==> src/rtl/core/hll_dense_register_update_assert.svh <==
// ----------------------------------------------------------------------------
// HLL dense register update - assertion macros
// Clocked concurrent assertions with an asynchronous active-low disable.
// ----------------------------------------------------------------------------
`ifndef HLL_DENSE_REGISTER_UPDATE_ASSERT_SVH
`define HLL_DENSE_REGISTER_UPDATE_ASSERT_SVH

// same-cycle implication
`define HDRU_ASSERT_NOW(lbl, ck, rn, ante, cons, msg) \
	lbl: assert property (@(posedge ck) disable iff (!rn) (ante) |-> (cons)) \
		else $error(msg);

// next-cycle implication
`define HDRU_ASSERT_NEXT(lbl, ck, rn, ante, cons, msg) \
	lbl: assert property (@(posedge ck) disable iff (!rn) (ante) |=> (cons)) \
		else $error(msg);

`endif

==> src/rtl/core/hdru_pkg.sv <==
// ----------------------------------------------------------------------------
// HLL dense register update - package
// Sizes, hash constants and the status structs shared by the core modules.
// ----------------------------------------------------------------------------
`default_nettype none

package hdru_pkg;

	localparam int MAX_PRECISION = 14;
	localparam int MIN_PRECISION = 4;
	localparam int PREC_RESET    = (MAX_PRECISION < 14) ? MAX_PRECISION : 14;
	localparam int PREC_W        = 4;
	localparam int ID_W          = 32;
	localparam int HASH_BITS     = 64;
	localparam int HALF_W        = HASH_BITS / 2;
	localparam int FRAC_BITS     = 49;
	localparam int RANK_W        = 6;
	localparam int LZ_W          = $clog2(HASH_BITS);
	localparam int LZ_STEPS      = $clog2(HASH_BITS);
	localparam int BUCKET_W      = MAX_PRECISION;
	localparam int ZC_W          = MAX_PRECISION + 1;
	localparam int STORE_DEPTH   = 1 << MAX_PRECISION;

	localparam logic [HASH_BITS-1:0] MIX_GAMMA = 64'h9E37_79B9_7F4A_7C15;
	localparam logic [HASH_BITS-1:0] MIX_M1    = 64'hBF58_476D_1CE4_E5B9;
	localparam logic [HASH_BITS-1:0] MIX_M2    = 64'h94D0_49BB_1331_11EB;

	typedef struct packed {
		logic                 done;
		logic [HASH_BITS-1:0] value;
	} hash_res_t;

	typedef struct packed {
		logic            done;
		logic            zero;
		logic [LZ_W-1:0] count;
	} lzc_res_t;

endpackage

`default_nettype wire

==> src/rtl/core/hdru_hash.sv <==
// ----------------------------------------------------------------------------
// HLL dense register update - hash unit
// Mixer over one shared 32x32 multiplier; each 64-bit product takes four steps.
// ----------------------------------------------------------------------------
`default_nettype none

module hdru_hash (
	input  logic                     clk,
	input  logic                     arst_n,
	input  logic                     start,
	input  logic [hdru_pkg::ID_W-1:0] item_id,
	output hdru_pkg::hash_res_t      res
);
	import hdru_pkg::*;

	localparam logic [1:0] H_IDLE = 2'd0;
	localparam logic [1:0] H_M1   = 2'd1;
	localparam logic [1:0] H_M2   = 2'd2;

	localparam logic [1:0] STEP_LL  = 2'd0;
	localparam logic [1:0] STEP_HL  = 2'd1;
	localparam logic [1:0] STEP_LH  = 2'd2;
	localparam logic [1:0] STEP_FIN = 2'd3;

	localparam int SHIFT_0 = 30;
	localparam int SHIFT_1 = 27;
	localparam int SHIFT_2 = 31;

	logic [1:0]           state_q;
	logic [1:0]           step_q;
	logic                 done_q;
	logic [HASH_BITS-1:0] a_q;
	logic [HASH_BITS-1:0] acc_q;
	logic [HASH_BITS-1:0] prod_q;
	logic [HASH_BITS-1:0] h_q;

	logic [HASH_BITS-1:0] mult_k;
	logic [HALF_W-1:0]    mul_a;
	logic [HALF_W-1:0]    mul_b;
	logic [HASH_BITS-1:0] seed;
	logic [HASH_BITS-1:0] z_fin;

	assign mult_k = (state_q == H_M1) ? MIX_M1 : MIX_M2;
	assign seed   = {{(HASH_BITS-ID_W){1'b0}}, item_id} + MIX_GAMMA;
	// cross products only reach the upper half of the low 64 bits
	assign z_fin  = {acc_q[HASH_BITS-1:HALF_W] + prod_q[HALF_W-1:0], acc_q[HALF_W-1:0]};

	always_comb begin
		case (step_q)
			STEP_HL: begin
				mul_a = a_q[HASH_BITS-1:HALF_W];
				mul_b = mult_k[HALF_W-1:0];
			end
			STEP_LH: begin
				mul_a = a_q[HALF_W-1:0];
				mul_b = mult_k[HASH_BITS-1:HALF_W];
			end
			default: begin
				mul_a = a_q[HALF_W-1:0];
				mul_b = mult_k[HALF_W-1:0];
			end
		endcase
	end

	always_ff @(posedge clk or negedge arst_n) begin
		if (!arst_n) begin
			state_q <= H_IDLE;
			step_q  <= STEP_LL;
			done_q  <= 1'b0;
		end else begin
			done_q <= 1'b0;
			case (state_q)
				H_IDLE: begin
					if (start) begin
						state_q <= H_M1;
						step_q  <= STEP_LL;
					end
				end
				H_M1, H_M2: begin
					step_q <= step_q + 2'd1;
					if (step_q == STEP_FIN) begin
						state_q <= (state_q == H_M1) ? H_M2 : H_IDLE;
						done_q  <= (state_q == H_M2);
					end
				end
				default: begin
					state_q <= H_IDLE;
				end
			endcase
		end
	end

	always_ff @(posedge clk) begin
		prod_q <= {{HALF_W{1'b0}}, mul_a} * {{HALF_W{1'b0}}, mul_b};
		if (state_q == H_IDLE) begin
			if (start) begin
				a_q <= seed ^ (seed >> SHIFT_0);
			end
		end else begin
			case (step_q)
				STEP_HL: begin
					acc_q <= prod_q;
				end
				STEP_LH: begin
					acc_q[HASH_BITS-1:HALF_W] <= acc_q[HASH_BITS-1:HALF_W]
						+ prod_q[HALF_W-1:0];
				end
				STEP_FIN: begin
					if (state_q == H_M1) begin
						a_q <= z_fin ^ (z_fin >> SHIFT_1);
					end else begin
						h_q <= z_fin ^ (z_fin >> SHIFT_2);
					end
				end
				default: begin
				end
			endcase
		end
	end

	assign res.done  = done_q;
	assign res.value = h_q;

endmodule

`default_nettype wire

==> config.mk <==
export PLATFORM = sky130hd
export DESIGN_NAME = hdru_hash
export DESIGN_NICKNAME = d
export VERILOG_FILES = /design/src/rtl/core/hll_dense_register_update_assert.svh /design/src/rtl/core/hdru_pkg.sv /design/src/rtl/core/hdru_hash.sv
export SDC_FILE = /design/constraint.sdc
export NUM_CORES = 2
export LEC_CHECK = 0
export BUFFER_PORTS_ARGS = -buffer_cell sky130_fd_sc_hd__buf_2
export CAP_MARGIN = 10
export CORE_ASPECT_RATIO = 1.5
export CORE_MARGIN = 8
export CORE_UTILIZATION = 40
export CTS_BUF_LIST = sky130_fd_sc_hd__clkbuf_2
export DETAILED_ROUTE_END_ITERATION = 10
export PLACE_DENSITY = 0.56
export SKIP_CTS_REPAIR_TIMING = 1
export SYNTH_ARGS = -nofsm -noshare
export SYNTH_HDL_FRONTEND = slang
export SYNTH_SLANG_ARGS = --single-unit
==> constraint.sdc <==
create_clock -name clk -period 12.5 [get_ports clk]
set_clock_uncertainty 0.1 [all_clocks]
set_input_delay 1.875 -clock clk [delete_from_list [all_inputs] [get_ports clk]]
set_output_delay 1.875 -clock clk [all_outputs]
set_load 0.02 [all_outputs]
# [Word-level counts from Yosys, hierarchy flattened]
# Cells that the tools add are included.
[totals] register_bits=261 wordCells=52 inputBits=35 out_inout_bits=65
[op_classes] n_eq_ne=7 multipliers=1 n_addsub=3 n_reduce_logical=12 bitwise=5 muxes=16
[ops] operator="$mux W64" n=4
[ops] operator="$add A32 B64 Y64 const B" n=1
[ops] operator="$mul A32 B32 Y64" n=1
[ops] operator="$mux W32" n=2
[ops] operator="$pmux W32 S2" n=1
[ops] operator="$xor A64 B33 Y64" n=1
[ops] operator="$xor A64 B34 Y64" n=1
[ops] operator="$xor A64 B37 Y64" n=1
[ops] operator="$mux W62" n=1
[ops] operator="$add A32 B32 Y32" n=1
[ops] operator="$mux W2" n=4
[ops] operator="$pmux W2 S2" n=2
[ops] operator="$reduce_and A2 Y1" n=4
[ops] operator="$reduce_bool A2 Y1" n=4
[ops] operator="$eq A2 B2 Y1 const B" n=3
[ops] operator="$reduce_and A3 Y1" n=2
[ops] operator="$eq A2 B1 Y1 const B" n=2
[ops] operator="$ne A2 B2 Y1 const B" n=2
[ops] operator="$add A2 B1 Y2 const B" n=1
[ops] operator="$logic_not A2 Y1" n=1
[ops] operator="$mux W1" n=2
[ops] operator="$not A1 Y1" n=2
[ops] operator="$reduce_or A2 Y1" n=1

# [Longest topological paths before layout]
[depth] word_depth=5 mapped_depth=36 mapped_depth_nobuf=33

# [Worst setup path before layout]
# OpenSTA, ideal clock, no wires.
[synth_timing] kind="register -> register" start="register step_q[1]" end="register prod_q[60]" period_less_slack_ns=9.007 setup_slack_ns=3.493 stages_incl_launch_ff=36 required_time_ns=12.281 arrival_time_ns=8.788 n_path_buf=3 setup_ns=0.119 path_cell_list="dfrtp_1 -> inv_1 -> ha_1 -> clkbuf_1 -> buf_2 -> clkbuf_1 -> mux2_2 -> nand2_1 -> inv_1 -> nand2_1 -> o21ai_0 -> inv_1 -> fa_1 -> inv_1 -> fa_1 -> fa_1 -> inv_1 -> fa_1 -> inv_1 -> fa_1 -> inv_1 -> fa_1 -> inv_1 -> fa_1 -> fa_1 -> ha_1 -> a21oi_1 -> a21oi_1 -> a41oi_1 -> or4_1 -> o221ai_1 -> a21oi_1 -> o2111ai_1 -> nand2_1 -> o31a_1 -> xnor2_1"
[synth_via] elab_chain_len=3 word_cells_on_any_way=5 classes_between="mul: 1; eq/ne: 2; mux: 2"
[synth_lines] item="from (decl)" line="hdru_hash.sv:30" rtl="logic [1:0] step_q;"
[synth_lines] item="from (signal assigned)" line="hdru_hash.sv:80" rtl="step_q <= step_q + 2'd1;"
[synth_lines] item="$eq A2 B1 Y1 or $eq A2 B2 Y1 (tied branches)" line="hdru_hash.sv:49" rtl="case (step_q)"
[synth_lines] item="$mux W32" line="hdru_hash.sv:49"
[synth_lines] item="$mul A32 B32 Y64 (*)" line="hdru_hash.sv:94" rtl="prod_q <= {{HALF_W{1'b0}}, mul_a} * {{HALF_W{1'b0}}, mul_b};"
[synth_lines] item="to (signal assigned)" line="hdru_hash.sv:94"
[synth_lines] item="to (decl)" line="hdru_hash.sv:34" rtl="logic [HASH_BITS-1:0] prod_q;"
# Mark *: on every way between the ends. The rest lies on a longest branch, timed or not.
# A chain may end at the register's enable or synchronous reset.

# [Worst setup path after layout]
[layout_timing] start="register step_q[1]" end="register prod_q[40]"
# Same word-level chain as after synthesis.

==> metrics.txt <==
status=finished, final reports clean; Die H=408 um; Final Util=42.9%; CTS max path bufs=3; full die area=0.113 mm^2; ys flop type=edfxtp_1; layout cell share with drive strength beyond 1=8.44%; Crit-path slowest cell=mux2i_1; r2r endpoint=prod_q[40]; Core Box Area=0.102 mm^2; Hold Path Class=register to register; WS Path Type=register to register; Crit. Startpoint=step_q[1]; Final Slew Violations=0; All-Layer GR Usage=27.8%; detailed placement HPWL=138 mm; Crit path required time=13.12 ns; Cell Area, Synth=0.0410 mm^2; Routed Antenna Nets=0; GR Util met3=3.01%; worst slew pin tran=1.22 ns; syn_nets=5264; CP Max Fanout=32; FF-to-FF path depth=27; CTS H-tree lvls=3; Initial DRT Pass Iterations=8; busiest grt layer=met2; Mapped Cells=4036; Ports=100; FF-to-FF setup slack=1.67 ns; #FFs+latches synth=261; ys async rst share=1.92%; routed wire length=158 mm; Tmin final=10.83 ns; crit start category=register; count leader, synth=inv_1; Num CTS Buffers=69; Synth top area share=39.2%; Clock Latency Late Sink=0.86 ns; global route total overflow=0; worst reg2reg startpoint=step_q[1]; GPL Wtd Cong=1.03; drt via density=5.28; vias in the first global route=32400; Post-route DRC=0; initial DRC count=1981; CP top delay family=adder cells; Yosys top cell by area=fa_1; layout overhead on the synthesized area=7.03%; Crit path largest cell delay=1.06 ns; met2 GRT Util=51.7%; Final setup viols=0; initial antenna violation count=3; mean post-synth cell area=10.1 um^2; Root Driver=clkbuf_2; Final #Nets=5396; Max-slew headroom=16.2%; endpoint class of the critical path=register; Seq/Total Area, Yosys=17.5%; Tcrit/Tclk final=86.6%; Worst setup endpoint=prod_q[40]; arrival time of the worst setup path=11.44 ns; Die Width=277 um; CP Depth=27; Hold Violations, Final=0; Initial Utilization=40.1%; Fin Setup TNS=0 ns; Post-synth top cells=1058 x inv_1, 802 x fa_1, 391 x ha_1, 282 x nor2_1, 261 x nand2_1; Synth warnings=0; post-synth cell types=75; largest net degree at the start of global routing=65; DR vias=29200; Avg WL per Cell=28.5 um; clk sinks=261; TritonCTS clock tree=built; cell mode on critical path=fa_1; Clock transition at path regs=0.11 ns; Highest Clock Rate=92.3 MHz; RSZ-0062 raised after global routing=false; input/output buffers=99; first-pass GRT wire length=225 mm; Post-synth EDFFs=192; met1 Track Usage GR=28.6%; Synth area leaders=fa_1 39%, edfxtp_1 14%, ha_1 12%; maxcap violations=0; Placement Rows=144; Crit path buffers/inverters=5
registers in the layout (all words and copies together) (netlist names):
signal and count:
h_q 64, done_q 1, a_q 64, acc_q 64, state_q 2, prod_q 64, step_q 2
cells by family after synthesis:
| kind of cell | count (synthesis) | share of synthesized area, % |
|---|---|---|
| compound gates | 435 | 6.80 |
| xor+xnor | 212 | 4.62 |
| fa+ha+maj | 1193 | 51.1 |
| buf+inv | 1147 | 10.5 |
| flops | 261 | 17.5 |
| mux | 64 | 1.72 |
| simple gates | 724 | 7.68 |
worst register-to-register path: stages, from the launching register on:
cell      delay, ns
dfrtp_1        0.47
inv_1          0.09
ha_2           0.18
buf_4          0.54
mux2i_1        1.11
inv_1          0.65
nand2_1        0.30
nor2_1         0.22
ha_1           0.29
fa_1           0.49
inv_1          0.05
fa_1           0.52
inv_1          0.07
fa_1           0.42
fa_1           0.51
fa_1           0.58
fa_1           0.44
fa_1           0.45
ha_1           0.41
a21oi_1        0.31
o21ai_0        0.25
or4_1          0.44
nor3_1         0.34
o221ai_1       0.26
a21oi_1        0.60
o31ai_1        0.22
a31oi_1        0.32
xnor2_1        0.16
layout by cell type, fill, tap and decap left out, types with 21 or more instances in the layout:
cell	count
a21o_1	61
a21oi_1	145
and2_1	22
and3_1	25
buf_2	99
buf_4	44
clkbuf_2	101
dfxtp_1	64
edfxtp_1	192
fa_1	802
ha_1	386
inv_1	1058
mux2_2	50
nand2_1	261
nand3_1	23
nor2_1	279
o21ai_0	102
or2_2	21
xnor2_1	112
xor2_1	97
worst min path at each step:
stage	from	cells past startpoint	endpoint	slack [ns]
finish	prod_q[31]	0	acc_q[31]	0.33
global placement	prod_q[17]	0	acc_q[17]	0.33
CTS	prod_q[14]	0	acc_q[14]	0.35
floorplan	prod_q[0]	0	acc_q[0]	0.31
detailed placement	prod_q[17]	0	acc_q[17]	0.33
global route	prod_q[31]	0	acc_q[31]	0.34
layout make-up:
type,instances,area (um^2)
fillers,10200,58300
multi-input cells,2628,29500
flip-flops and latches,261,7170
inverters,1064,3990
well taps,1314,1640
repair buffers,144,853
clock buffers,101,505
clock inverters,21,138
diodes,2,5.00
metal layers:
metal  part of all wire, %  vias up
li1                      -    12700
met1                    34    15000
met2                    53     1085
met3                   4.2      398
met4                   9.0        0
met5                     0        -
through the flow:
stage / instance area (um^2) / cells / worst slack [ns] / hold WS [ns]
after floorplan: 41000 / 4036 / 3.49 / 0.312
after global placement: 43200 / 5410 / 1.63 / 0.330
after detailed placement: 43200 / 5411 / 1.61 / 0.334
after CTS: 43800 / 5533 / 1.66 / 0.345
after global routing: 43800 / 5535 / 1.27 / 0.344
final: 43800 / 5535 / 1.67 / 0.333
Power is left out: the tool's default activity adds up to more than one toggle a clock period on the data nets, which glitch-free logic cannot reach.
